==> config.mk <==
export PLATFORM = sky130hd
export DESIGN_NAME = key_event_qualifier
export DESIGN_NICKNAME = d
export VERILOG_FILES = /design/src/kev_pkg.sv /design/src/kev_regs.sv /design/src/key_event_qualifier.sv
export SDC_FILE = /design/constraint.sdc
export NUM_CORES = 1
export LEC_CHECK = 0
export BUFFER_PORTS_ARGS = -buffer_cell sky130_fd_sc_hd__buf_4
export CORE_ASPECT_RATIO = 0.5
export CORE_UTILIZATION = 40
export DETAILED_ROUTE_END_ITERATION = 8
export GPL_TIMING_DRIVEN = 1
export PLACE_DENSITY = 0.65
export SYNTH_ARGS = -nofsm -noshare
export SYNTH_HDL_FRONTEND = slang
export SYNTH_SLANG_ARGS = --single-unit
==> constraint.sdc <==
create_clock -name clk -period 6.4 [get_ports clk]
set_clock_uncertainty 0.1 [all_clocks]
set_input_delay 0.64 -clock clk [delete_from_list [all_inputs] [get_ports clk]]
set_output_delay 0.64 -clock clk [all_outputs]
set_load 0.005 [all_outputs]
==> src/kev_pkg.sv <==
// Shared types, constants and event mapping for the key event qualifier.
package kev_pkg;

    localparam int KEV_TIME_WIDTH_DEF = 32;
    localparam int KEV_NUM_KEYS       = 7;
    localparam int KEV_NUM_SHORT_ONLY = 5;   // up, down, left, right, ok
    localparam int KEV_KEY_A          = 5;
    localparam int KEV_KEY_B          = 6;
    localparam int KEV_ADDR_WIDTH     = 4;

    // register indexes (paddr[3:2])
    localparam logic [1:0] REG_DEBOUNCE   = 2'd0;
    localparam logic [1:0] REG_LONG_PRESS = 2'd1;
    localparam logic [1:0] REG_ROTATION   = 2'd2;
    localparam logic [1:0] REG_PRESENT    = 2'd3;

    localparam logic [15:0] DEBOUNCE_RST   = 16'd50;
    localparam logic [15:0] LONG_PRESS_RST = 16'd800;
    localparam logic [1:0]  ROTATION_RST   = 2'd0;
    localparam logic [6:0]  PRESENT_RST    = 7'h7f;

    typedef enum logic [3:0] {
        EV_NONE   = 4'd0,
        EV_UP     = 4'd1,
        EV_DOWN   = 4'd2,
        EV_LEFT   = 4'd3,
        EV_RIGHT  = 4'd4,
        EV_OK     = 4'd5,
        EV_A      = 4'd6,
        EV_A_LONG = 4'd7,
        EV_B      = 4'd8,
        EV_B_LONG = 4'd9
    } kev_event_t;

    typedef struct packed {
        logic [15:0] debounce_ms;
        logic [15:0] long_press_ms;
        logic [1:0]  rotation;
        logic [6:0]  present_mask;
    } kev_cfg_t;

    // direction remap, [rotation][up/down/left/right]
    localparam kev_event_t ROT_MAP [4][4] = '{
        '{EV_UP,    EV_DOWN,  EV_LEFT,  EV_RIGHT},
        '{EV_RIGHT, EV_LEFT,  EV_UP,    EV_DOWN },
        '{EV_DOWN,  EV_UP,    EV_RIGHT, EV_LEFT },
        '{EV_LEFT,  EV_RIGHT, EV_DOWN,  EV_UP   }
    };

    // event for a short press of one of the first five keys
    function automatic kev_event_t kev_short_event(input logic [1:0] rot,
                                                   input logic [2:0] key);
        kev_event_t ev;
        unique case (key)
            3'd0, 3'd1, 3'd2, 3'd3: ev = ROT_MAP[rot][key[1:0]];
            3'd4:                   ev = EV_OK;
            default:                ev = EV_NONE;
        endcase
        return ev;
    endfunction

endpackage

==> src/kev_regs.sv <==
// APB configuration registers of the key event qualifier.
module kev_regs (
    input  logic                              clk,
    input  logic                              rst_n,
    input  logic                              psel,
    input  logic                              penable,
    input  logic                              pwrite,
    input  logic [kev_pkg::KEV_ADDR_WIDTH-1:0] paddr,
    input  logic [31:0]                       pwdata,
    output logic [31:0]                       prdata,
    output kev_pkg::kev_cfg_t                 cfg
);
    import kev_pkg::*;

    kev_cfg_t   cfg_reg;
    logic       wr_en;
    logic [1:0] reg_idx;

    assign reg_idx = paddr[3:2];
    assign wr_en   = psel && penable && pwrite;

    always_ff @(posedge clk or negedge rst_n)
    begin
        if (!rst_n)
        begin
            cfg_reg.debounce_ms   <= DEBOUNCE_RST;
            cfg_reg.long_press_ms <= LONG_PRESS_RST;
            cfg_reg.rotation      <= ROTATION_RST;
            cfg_reg.present_mask  <= PRESENT_RST;
        end
        else if (wr_en)
        begin
            unique case (reg_idx)
                REG_DEBOUNCE:   cfg_reg.debounce_ms   <= pwdata[15:0];
                REG_LONG_PRESS: cfg_reg.long_press_ms <= pwdata[15:0];
                REG_ROTATION:   cfg_reg.rotation      <= pwdata[1:0];
                REG_PRESENT:    cfg_reg.present_mask  <= pwdata[6:0];
                default:        cfg_reg.rotation      <= cfg_reg.rotation;
            endcase
        end
    end

    always_comb
    begin
        unique case (reg_idx)
            REG_DEBOUNCE:   prdata = {16'd0, cfg_reg.debounce_ms};
            REG_LONG_PRESS: prdata = {16'd0, cfg_reg.long_press_ms};
            REG_ROTATION:   prdata = {30'd0, cfg_reg.rotation};
            REG_PRESENT:    prdata = {25'd0, cfg_reg.present_mask};
            default:        prdata = 32'd0;
        endcase
    end

    assign cfg = cfg_reg;

endmodule

==> src/key_event_qualifier.sv <==
// Top level of the key event qualifier: beat pipeline, key state and priority check.
//
// Turns one sample of seven key levels (up, down, left, right, ok, A, B) plus
// the current millisecond time into exactly one key_event beat. Keys are checked
// in that priority order and only the first key that fires is reported; keys
// after it are not examined, so their state is left untouched. A short press
// fires while a key is down and more than debounce_ms have passed since that key
// last fired, so a held key auto-repeats. A and B first check for a long press,
// which fires once per hold after long_press_ms; a hold start of zero means "not
// held", so a press first seen at time zero starts its hold on the next sample.
// Direction events are remapped by the rotation register; keys cleared in
// present_mask never fire. All times are modulo 2^TIME_WIDTH. Throughput is one
// sample per clock while the result stage is not stalled: the whole seven-key
// check with its state update sits between the input register and the result
// register. in_stall follows out_stall only when both stages are full. Registers
// are written over APB (0x0 debounce_ms, 0x4 long_press_ms, 0x8 rotation,
// 0xC present_mask) and should only be changed while no beats are in flight.
module key_event_qualifier #(
    parameter int TIME_WIDTH = kev_pkg::KEV_TIME_WIDTH_DEF
) (
    input  logic                              clk,
    input  logic                              rst_n,
    // sample channel
    input  logic                              in_valid,
    output logic                              in_stall,
    input  logic [31:0]                       now_ms,
    input  logic [6:0]                        key_levels,
    // event channel
    output logic                              out_valid,
    input  logic                              out_stall,
    output logic [3:0]                        key_event,
    // configuration
    input  logic                              psel,
    input  logic                              penable,
    input  logic                              pwrite,
    input  logic [kev_pkg::KEV_ADDR_WIDTH-1:0] paddr,
    input  logic [31:0]                       pwdata,
    output logic [31:0]                       prdata,
    output logic                              pready
);
    import kev_pkg::*;

    localparam int TW = TIME_WIDTH;

    kev_cfg_t cfg;

    // input stage
    logic          in_valid_reg;
    logic [TW-1:0] now_reg;
    logic [6:0]    lev_reg;
    logic          accept;
    logic          advance;

    // result stage
    logic          out_valid_reg;
    kev_event_t    event_reg;

    // key state
    logic [TW-1:0] last_fire_reg  [KEV_NUM_KEYS];
    logic [TW-1:0] last_fire_next [KEV_NUM_KEYS];
    logic [TW-1:0] hold_reg       [2];
    logic [TW-1:0] hold_next      [2];
    logic [1:0]    long_rep_reg;
    logic [1:0]    long_rep_next;
    kev_event_t    event_next;

    assign pready = 1'b1;

    kev_regs u_regs (
        .clk     (clk),
        .rst_n   (rst_n),
        .psel    (psel),
        .penable (penable),
        .pwrite  (pwrite),
        .paddr   (paddr),
        .pwdata  (pwdata),
        .prdata  (prdata),
        .cfg     (cfg)
    );

    // ---------------- handshake ----------------
    // the input stage moves on whenever the result slot is empty or draining
    assign advance  = in_valid_reg && (!out_valid_reg || !out_stall);
    assign in_stall = in_valid_reg && !advance;
    assign accept   = in_valid && !in_stall;

    always_ff @(posedge clk or negedge rst_n)
    begin
        if (!rst_n)
        begin
            in_valid_reg <= 1'b0;
        end
        else if (accept)
        begin
            in_valid_reg <= 1'b1;
        end
        else if (advance)
        begin
            in_valid_reg <= 1'b0;
        end
    end

    always_ff @(posedge clk)
    begin
        if (accept)
        begin
            now_reg <= TW'(now_ms);
            lev_reg <= key_levels;
        end
    end

    // ---------------- priority check ----------------
    always_comb
    begin
        logic          done;
        logic [TW-1:0] deb;
        logic [TW-1:0] lp;
        logic [TW-1:0] hs;
        logic          slot;
        logic [2:0]    key;

        deb           = TW'(cfg.debounce_ms);
        lp            = TW'(cfg.long_press_ms);
        done          = 1'b0;
        hs            = '0;
        event_next    = EV_NONE;
        last_fire_next = last_fire_reg;
        hold_next      = hold_reg;
        long_rep_next  = long_rep_reg;

        // up, down, left, right, ok: short press only
        for (int k = 0; k < KEV_NUM_SHORT_ONLY; k++)
        begin
            if (!done && cfg.present_mask[k] && lev_reg[k]
                && ((now_reg - last_fire_reg[k]) > deb))
            begin
                last_fire_next[k] = now_reg;
                event_next        = kev_short_event(cfg.rotation, 3'(k));
                done              = 1'b1;
            end
        end

        // A then B: long press check, then short press
        for (int s = 0; s < 2; s++)
        begin
            slot = 1'(s);
            key  = (s == 0) ? 3'(KEV_KEY_A) : 3'(KEV_KEY_B);
            if (!done && cfg.present_mask[key])
            begin
                if (lev_reg[key])
                begin
                    hs = (hold_reg[slot] == '0) ? now_reg : hold_reg[slot];
                    hold_next[slot] = hs;
                    if (!long_rep_reg[slot] && ((now_reg - hs) > lp))
                    begin
                        long_rep_next[slot] = 1'b1;
                        event_next = (s == 0) ? EV_A_LONG : EV_B_LONG;
                        done       = 1'b1;
                    end
                end
                else
                begin
                    hold_next[slot]     = '0;
                    long_rep_next[slot] = 1'b0;
                end
            end
            if (!done && cfg.present_mask[key] && lev_reg[key]
                && ((now_reg - last_fire_reg[key]) > deb))
            begin
                last_fire_next[key] = now_reg;
                event_next = (s == 0) ? EV_A : EV_B;
                done       = 1'b1;
            end
        end
    end

    // key state commits only when the sample is actually consumed
    always_ff @(posedge clk or negedge rst_n)
    begin
        if (!rst_n)
        begin
            last_fire_reg <= '{default: '0};
            hold_reg      <= '{default: '0};
            long_rep_reg  <= '0;
        end
        else if (advance)
        begin
            last_fire_reg <= last_fire_next;
            hold_reg      <= hold_next;
            long_rep_reg  <= long_rep_next;
        end
    end

    // ---------------- result stage ----------------
    always_ff @(posedge clk or negedge rst_n)
    begin
        if (!rst_n)
        begin
            out_valid_reg <= 1'b0;
        end
        else if (advance)
        begin
            out_valid_reg <= 1'b1;
        end
        else if (!out_stall)
        begin
            out_valid_reg <= 1'b0;
        end
    end

    always_ff @(posedge clk)
    begin
        if (advance)
        begin
            event_reg <= event_next;
        end
    end

    assign out_valid = out_valid_reg;
    assign key_event = event_reg;

    // ---------------- assertions ----------------
    // a reported long press always belongs to a live hold
    assert property (@(posedge clk) disable iff (!rst_n)
        long_rep_reg[0] |-> (hold_reg[0] != '0))
        else $error("A long press flagged without a hold start");

    assert property (@(posedge clk) disable iff (!rst_n)
        long_rep_reg[1] |-> (hold_reg[1] != '0))
        else $error("B long press flagged without a hold start");

    // firing a long press must latch its once-per-hold flag
    assert property (@(posedge clk) disable iff (!rst_n)
        (advance && (event_next == EV_A_LONG)) |=> long_rep_reg[0])
        else $error("A long press fired without latching its flag");

    // a new result only appears after a sample was consumed
    assert property (@(posedge clk) disable iff (!rst_n)
        $rose(out_valid_reg) |-> $past(advance))
        else $error("result beat without a consumed sample");

endmodule
# Word-level counts from Yosys, hierarchy flattened
# Cells that the tools add are included.
[totals]
ff_bits = 376
latch_bits = 0
mem_bits_rw = 0
mem_bits_ro = 0
out_inout_bits = 39
elab_cells = 149
mem_count = 0
[classes]
n_addsub = 9
mul = 0
div = 0
n_lt_le_gt_ge = 10
n_eq_ne = 6
shifts = 0
mux = 40
bitwise_logic = 1
n_reduce_logical = 63
[ops]
columns = ["operator", "n"]
rows = [
  ["> comparator 32 x 16 -> 1 bit", 9],
  ["subtractor 32 bit", 9],
  ["2-to-1 mux 32 bit", 4],
  ["one-hot mux 32 bit (4 select lines)", 1],
  ["zero test 32 bit", 2],
  ["2-to-1 mux 4 bit", 12],
  ["binary-select mux 16 bit (select 2 bit)", 1],
  ["2-to-1 mux 16 bit", 2],
  ["logical AND 1 bit", 29],
  ["AND reduction 2 bit", 13],
  ["2-to-1 mux 1 bit", 20],
  ["zero test 1 bit", 14],
  ["!= test 2 x 1 -> 1 bit, second input constant", 3],
  ["AND reduction 3 bit", 2],
  ["equality test 2 bit, second input constant", 2],
  ["greater-or-equal comparator 3 bit, second input constant", 1],
  ["inverter 2 -> 3 bit", 1],
  ["equality test 2 x 1 -> 1 bit, second input constant", 1],
  ["zero test 2 bit", 1],
  ["nonzero test 2 bit", 1],
  ["logical OR 1 bit", 1],
]

# Logic depth before layout (Yosys ltp)
# Gate-level depths: netlist of run 1.
[depth]
word_depth = 40
ltp_mapped = 30

# Modules after synthesis
# A second synthesis of run 1 with hierarchy kept.
[unflattened]
cells_unflattened = 4007
area_unflattened_um2 = 35640.4
[modules_own_cells]
columns = ["mod", "instances", "cells_per_inst", "area_per_inst_um2", "seq_area_each_um2"]
rows = [
  ["key_event_qualifier", 1, 3856, 33593.5, 8598.2],
  ["kev_regs", 1, 151, 2047.0, 1042.2],
]

# Worst setup path after synthesis of run 1
# OpenSTA, ideal clock, no wires.
[synth_path]
path_type = "reg-to-reg"
start = "reg hold_reg[57] in the netlist's numbering"
end = "reg last_fire_reg[10] in the netlist's numbering"
setup_time_ns = 0.125
arrival_ns = 6.652
required_time_ns = 6.175
setup_slack_ns = -0.477
stages_incl_launch_ff = 30
synth_period_minus_slack_ns = 6.877
cell_sequence = "dfrtp_1 > nor4_1 > nand4_1 > nor2_1 > clkbuf_1 > nand2_1 > nand2_1 > ha_1 > inv_1 > fa_1 > a211oi_1 > o21a_1 > a21oi_1 > or2_2 > nand3_1 > nand2_1 > xor2_1 > ha_1 > inv_1 > or3_1 > or3_1 > a211oi_1 > nand4_1 > or4_1 > or4_1 > nor3b_1 > nor3_1 > nand4_4 > buf_6 > mux2_4"
[synth_between]
elab_chain_len = 21
elab_cells_between_ends = 23
cone_classes = "add/sub: 1; order compare: 1; mux: 8; reduce/logical: 13"
[synth_lines]
columns = ["item", "line", "rtl"]
rows = [
  ["from (decl)", "key_event_qualifier.sv:61", "logic [TW-1:0] hold_reg [2];"],
  ["from (signal assigned)", "key_event_qualifier.sv:189", "hold_reg <= hold_next;"],
  ["zero test 32 bit", "key_event_qualifier.sv:152", "hs = (hold_reg[slot] == '0) ? now_reg : hold_reg[slot];"],
  ["2-to-1 mux 32 bit (*)", "key_event_qualifier.sv:152", ""],
  ["subtractor 32 bit (*)", "key_event_qualifier.sv:154", "if (!long_rep_reg[slot] && ((now_reg - hs) > lp))"],
  ["> comparator 32 x 16 -> 1 bit (*)", "key_event_qualifier.sv:154", ""],
  ["logical AND 1 bit (*)", "key_event_qualifier.sv:154", ""],
  ["2-to-1 mux 1 bit (*)", "key_event_qualifier.sv:154", ""],
  ["2-to-1 mux 1 bit (*)", "key_event_qualifier.sv:150", "if (lev_reg[key])"],
  ["2-to-1 mux 1 bit (*)", "key_event_qualifier.sv:148", "if (!done && cfg.present_mask[key])"],
  ["(+4 left out)", "-", ""],
  ["2-to-1 mux 1 bit (*)", "key_event_qualifier.sv:167", "if (!done && cfg.present_mask[key] && lev_reg[key]"],
  ["2-to-1 mux 1 bit or zero test 1 bit (tied branches)", "key_event_qualifier.sv:154, key_event_qualifier.sv:148", ""],
  ["2-to-1 mux 1 bit or logical AND 1 bit (tied branches)", "key_event_qualifier.sv:150, key_event_qualifier.sv:148", ""],
  ["2-to-1 mux 1 bit (*)", "key_event_qualifier.sv:148", ""],
  ["zero test 1 bit (*)", "key_event_qualifier.sv:167", ""],
  ["logical AND 1 bit (*) (2 in a row)", "key_event_qualifier.sv:167", ""],
  ["logical AND 1 bit (*)", "key_event_qualifier.sv:168", "&& ((now_reg - last_fire_reg[key]) > deb))"],
  ["AND reduction 2 bit (no source line) (*)", "-", ""],
  ["to (signal assigned)", "key_event_qualifier.sv:188", "last_fire_reg <= last_fire_next;"],
  ["to (decl)", "key_event_qualifier.sv:59", "logic [TW-1:0] last_fire_reg [KEV_NUM_KEYS];"],
]
# Mark *: on every way between the ends. The rest lies on a longest branch, timed or not.
# A chain may end at the register's enable or synchronous reset.

# Final worst setup path of run 1
[layout_path]
start = "reg hold_reg[52] in the netlist's numbering"
end = "reg last_fire_reg[22] in the netlist's numbering"
# The elaborated chain is that of the path after synthesis.

==> flow_summary.toml, run 1 <==
[finish]
fin_nets = 4899
most-common-layout-cells = "ha_1, a21oi_1, buf_4"
largest_reg_flops = 224
areaGrowthSynthToFinish_pct = 17.2
layout_commonest_cell = "ha_1"
drive_gt1_share_pct = 20.1
design_area_sq_um = 42000

[timing]
rsz0062_at_grt = "yes"
slew_headroom_pct = 21.9
hold_violations = 0
finalCritPeriodShare_pct = 107
period_needed_ns = 6.83
tightest_slew_ns = 1.17
max_freq_ghz = 0.146
finalSetupViolCount = 101
report.final.slew_viol_count = 0
fin_ws_ns = -0.432

[clocking]
cts_max_level = 2
cts_buffers = 42
cts_tree = "built"
path_clk_slew_ns = 0.08
cts_buffer_depth = 3
clkSinkCount = 376
worstSkewPairLatency_ns = 0.61
cts-root-buf = "clkbuf_16"

[setup_path]
startpoint = "hold_reg[52]"
r2r-end = "last_fire_reg[22]"
r2r_slack_ns = -0.43
crit_type = "reg2reg"
path_depth = 31
reg2reg_from = "hold_reg[52]"
endpoint_kind = "register"
cpPeakStageDelay_ns = 0.53
crit_buf_inv = 6
crit_arrival_ns = 7.20
required_ns = 6.77
path_delay_family = "simple AND/OR/NAND/NOR gates"
worst_path_max_delay_cell = "or4_4"
critPathCapture = "last_fire_reg[22]"
rr_worst_depth = 31
critPathLaunchType = "register"
crit_fanout = 6

[min_path]
holdCritPathClass = "in2reg"

[floorplanning]
die_h_um = 214
rows = 77
ioPinCount = 121
coreArea_sq_um = 88500
die_x_um = 425
initial_core_util_pct = 40.5
die_area_sq_um = 90800

[route]
routed_wl_um = 117000
drt_iter0_markers = 2346
drt_drc_violations_left = 0
wire_per_inst_um = 20.9
vias = 32600
ant_nets = 0
vias_per_cell = 5.82
firstDrtPassIters = 5

[global_route]
grt_pass1_wl_um = 179000
overflow = 0
grt_max_degree = 153
grt_pass1_vias = 31500
track_usage_pct = 25.1
antenna_found_initial = 5

[place]
port_buffers = 85
dp_hpwl_um = 89600
dpl_cell_area_sq_um = 39600
finalWeightedCongestion = 0.962

[logic_synthesis]
synth_edf_count = 43
netlist_top_cells_area = "dfrtp_1, ha_1, a21oi_1"
netlist_instances = 4065
avgSynthCellArea_sq_um = 8.81
synthArstFlopShare_pct = 88.6
yosysTopAreaCellShare_pct = 22.4
synth_top_area_cell = "dfrtp_1"
ys.flop_type = "dfrtp_1"
synth.distinct_cells = 98
ys_seq_area_share_pct = 26.9
syn_area_sq_um = 35800
synth_seq_cells = 376
synth_warnings = 0

[status]
violations = "setup timing"
status = "finished with violations"

[pwr]
vdd.ir_drop.worst_uv = 352
leakage_nw = 19.3
power_w = 0.0249
p_per_area_nw_per_um2 = 593

[run]
drv_cap = 0
## worst min-delay path by stage
stage	start	end	slack, ns	depth (start not counted)
2_1_floorplan	rst_n	hold_reg[0]	0.24	0
5_1_grt	now_ms[13]	now_reg[13]	0.08	1
3_5_place_dp	last_fire_reg[161]	last_fire_reg[161]	0.37	2
3_3_place_gp	last_fire_reg[161]	last_fire_reg[161]	0.37	2
4_1_cts	now_ms[13]	now_reg[13]	0.06	1
6_report	now_ms[13]	now_reg[13]	0.1	1
## synth_stat cells (19+ instances only)
| cell type | instances |
|---|---|
| a211oi_1 | 43 |
| o22ai_1 | 26 |
| o31ai_1 | 20 |
| a31oi_1 | 31 |
| ha_1 | 427 |
| edfxtp_1 | 43 |
| clkbuf_1 | 105 |
| inv_1 | 339 |
| a21oi_1 | 398 |
| o211ai_1 | 35 |
| mux2_4 | 116 |
| nor4_1 | 44 |
| a211o_1 | 19 |
| o21bai_1 | 28 |
| nor2b_1 | 92 |
| dfrtp_1 | 320 |
| a21o_1 | 95 |
| xnor2_1 | 96 |
| mux2i_1 | 46 |
| mux2_2 | 160 |
| buf_2 | 20 |
| and2_1 | 24 |
| nand3_1 | 75 |
| nor2_1 | 206 |
| nand2_1 | 314 |
| o21ai_0 | 247 |
| nand4_1 | 71 |
| and3_1 | 37 |
| nor3_1 | 67 |
| nand2b_1 | 48 |
| xor2_1 | 76 |
| o21a_1 | 46 |
## what timing repair did
| action | 4_1_cts | 5_1_grt |
|---|---|---|
| pin swaps | 10 | 30 |
| endpoints found under the setup margin | 197 | 229 |
| gates cloned | 4 | 5 |
| hold buffers | 1 | 0 |
| setup buffers | 17 | 17 |
| gates resized for setup | 53 | 47 |
| endpoints found under the hold margin | 53 | 0 |
## power by group
group	internal, W	switching (W)	leakage, nW	total (W)
Clock	0.00144	0.00113	0.676	0.00257
Sequential	0.00332	0.000586	4.57	0.00391
Combinational	0.00818	0.0102	14.1	0.0184
Total	0.0129	0.0119	19.3	0.0249
## through the flow
| step | TNS, ns | instances | hold WS, ns | setup WS [ns] | util [%] |
|---|---|---|---|---|---|
| floorplan | 0 | 4080 | 0.244 | 0.0207 | - |
| global placement | -35.24 | 5478 | 0.369 | -0.387 | 44.8 |
| detailed placement | -45.27 | 5478 | 0.373 | -0.428 | 44.8 |
| CTS | -26.11 | 5575 | 0.0641 | -0.363 | 46.9 |
| global route | -63.57 | 5597 | 0.0763 | -0.717 | 47.4 |
| finish | -36.36 | 5599 | 0.0998 | -0.432 | 47.4 |
## final cells by class
type / count / area [sq um]
diodes: 2 / 5.00
clock buffers: 51 / 1150
clock inverters: 24 / 250
fillers: 8430 / 46600
inverters: 340 / 1280
multi-input cells: 3207 / 24600
flip-flops and latches: 376 / 9640
well taps: 1185 / 1480
repair buffers: 414 / 3580
## kinds of logic (layout without fill, tap and decap cells)
kind of cell / Yosys count / in the layout / share of synthesized area [%]
fa+ha+maj: 436 / 436 / 15.4
buf+inv: 497 / 829 / 5.81
other cells: 2 / 19 / 0.0210
compound gates: 1184 / 1184 / 21.0
simple gates: 1058 / 1058 / 14.8
mux: 340 / 340 / 11.8
xor+xnor: 172 / 172 / 4.21
flops: 376 / 376 / 26.9
## routing by layer
| metal | GRT usage, % | vias to the layer above | routed length (um) |
|---|---|---|---|
| li1 | - | 15500 | - |
| met1 | 34.2 | 16000 | 53300 |
| met2 | 42.1 | 913 | 54000 |
| met3 | 2.65 | 181 | 6580 |
| met4 | 7.62 | 2 | 3340 |
| met5 | 0 | - | 9 |
No activity file was read; power rests on OpenSTA's default activity.
==> run 2, diff against run 1 <==
- CELL_PAD_IN_SITES_DETAIL_PLACEMENT: not set -> 0
- CELL_PAD_IN_SITES_GLOBAL_PLACEMENT: not set -> 2
- CORE_UTILIZATION: 40 -> 37
- PLACE_DENSITY: 0.65 -> 0.86
==> run 2 against run 1 <==
Against the previous run: the run still ends with setup timing left; critical path depth shrank 1; clock power grew 4%; hold slack lost 0.085 ns; total power grew 1.9%; largest power group unchanged; sequential cell count is the same.
==> flow_summary.toml, run 2 (synthesis gave the netlist of run 1 again) <==
[finish]
final_cells = 5737
seqCellArea_sq_um = 9640
largest_reg_flops = 224
antenna_cells = 0
areaGrowthSynthToFinish_pct = 18.6
drive_gt1_share_pct = 21.0
most-common-layout-cells = "buf_4, ha_1, a21oi_1"
layout_commonest_cell = "buf_4"
nFillCells = 9316
multi_input_area_sq_um = 24600
fin_nets = 4948

[timing]
slew_headroom_pct = 25.1
period_needed_ns = 6.87
report.final.slew_viol_count = 0
finalCritPeriodShare_pct = 107
rsz0062_at_grt = "yes"
fin_ws_ns = -0.465
finalSetupViolCount = 100
tightest_slew_ns = 1.12
finalSetupTns_ns = -36.05
max_freq_ghz = 0.146
hold_violations = 0

[clocking]
cts_buffer_depth = 3
worstSkewPairLatency_ns = 0.61
cts_buffers = 44
cts_tree = "built"
path_clk_slew_ns = 0.06
clkSinkCount = 376
cts-root-buf = "clkbuf_16"
cts_max_level = 2

[setup_path]
critPathLaunchType = "register"
r2r-end = "last_fire_reg[20]"
r2r_slack_ns = -0.47
reg2reg_from = "hold_reg[57]"
cpPeakStageDelay_ns = 0.51
required_ns = 6.78
crit_type = "reg2reg"
startpoint = "hold_reg[57]"
crit_arrival_ns = 7.25
worst_path_max_delay_cell = "or4_1"
rr_worst_depth = 30
critPathCapture = "last_fire_reg[20]"
endpoint_kind = "register"
crit_fanout = 8

[floorplanning]
rows = 80
die_h_um = 222
initial_core_util_pct = 37.5
ioPinCount = 121
coreArea_sq_um = 95600
die_area_sq_um = 98100
die_x_um = 442

[pwr]
leakage_nw = 19.6
vdd.ir_drop.worst_uv = 451
p_per_area_nw_per_um2 = 597
power_w = 0.0254

[status]
violations = "setup timing"
status = "finished with violations"

[place]
dp_slack_ns = -0.583
finalWeightedCongestion = 0.913
dpl.cell_count = 5626
port_buffers = 85
dp_hpwl_um = 91300

[global_route]
track_usage_pct = 23.1
grt_pass1_vias = 31900
antenna_found_initial = 1
grt_max_degree = 103
grt_pass1_wl_um = 180000
overflow = 0

[route]
wire_per_inst_um = 20.4
ant_nets = 0
firstDrtPassIters = 8
routed_wl_um = 117000
drt_drc_violations_left = 0
vias_per_cell = 5.64
drt_iter0_markers = 2168
vias = 32300

[run]
drv_cap = 0

[min_path]
holdCritPathClass = "in2async"
run 2: what timing repair did:
action	4_1_cts	5_1_grt
resized for setup	6	100
pin swaps	1	39
gates cloned	0	8
hold buffers	0	0
buffers inserted	0	22
endpoints found under the setup margin	101	230
run 2: stage by stage:
step                      hold WS [ns]  util, %  cell area [sq um]
after floorplan                  0.244        -              36000
after global placement           0.366     42.0              40200
after detailed placement         0.373     42.0              40200
after CTS                       0.0255     43.6              41700
after global routing            0.0656     44.4              42500
final                           0.0152     44.4              42500
run 2: area by class of cell:
cell class | instances | area share, %
multi-input cells | 3207 | 58.0
inverters | 340 | 3.00
flip-flops and latches | 376 | 22.7
repair buffers | 461 | 9.11
clock inverters | 29 | 0.698
clock buffers | 53 | 2.79
well taps | 1271 | 3.74
run 2: worst max-delay path: cells and delay by family, from the launching register on:
kind	cells	cell delay [ns]
AND/OR/NAND/NOR	16	3.54
multiplexers	1	0.30
XOR/XNOR	1	0.16
buffers and inverters	5	0.67
adder cells (fa/ha/maj)	3	0.82
flip-flops	1	0.41
AO/OA/AOI/OAI	4	0.75
run 2: metal layers:
| layer | global-route usage [%] | vias to the layer above | routed length (um) |
|---|---|---|---|
| met1 | 31.5 | 15800 | 54700 |
| met5 | 0 | - | 13 |
| li1 | - | 15600 | - |
| met3 | 2.78 | 179 | 5380 |
| met4 | 6.29 | 2 | 2980 |
| met2 | 38.4 | 780 | 53900 |
run 2: how the worst min path moves through the flow:
stage | start | endpoint | cells past startpoint
CTS | rst_n | last_fire_reg[90] | 1
global route | now_ms[18] | now_reg[18] | 1
global placement | last_fire_reg[161] | last_fire_reg[161] | 2
finish | rst_n | last_fire_reg[90] | 1
floorplan | rst_n | hold_reg[0] | 0
detailed placement | in_valid_reg | out_valid | 1
run 2: power by group:
group	total, W	switching (W)	leakage [nW]	internal (W)
clock	0.00268	0.00115	0.728	0.00153
sequential	0.00388	0.000564	4.57	0.00332
combinational	0.0188	0.0103	14.3	0.00847
total	0.0254	0.0120	19.6	0.0133
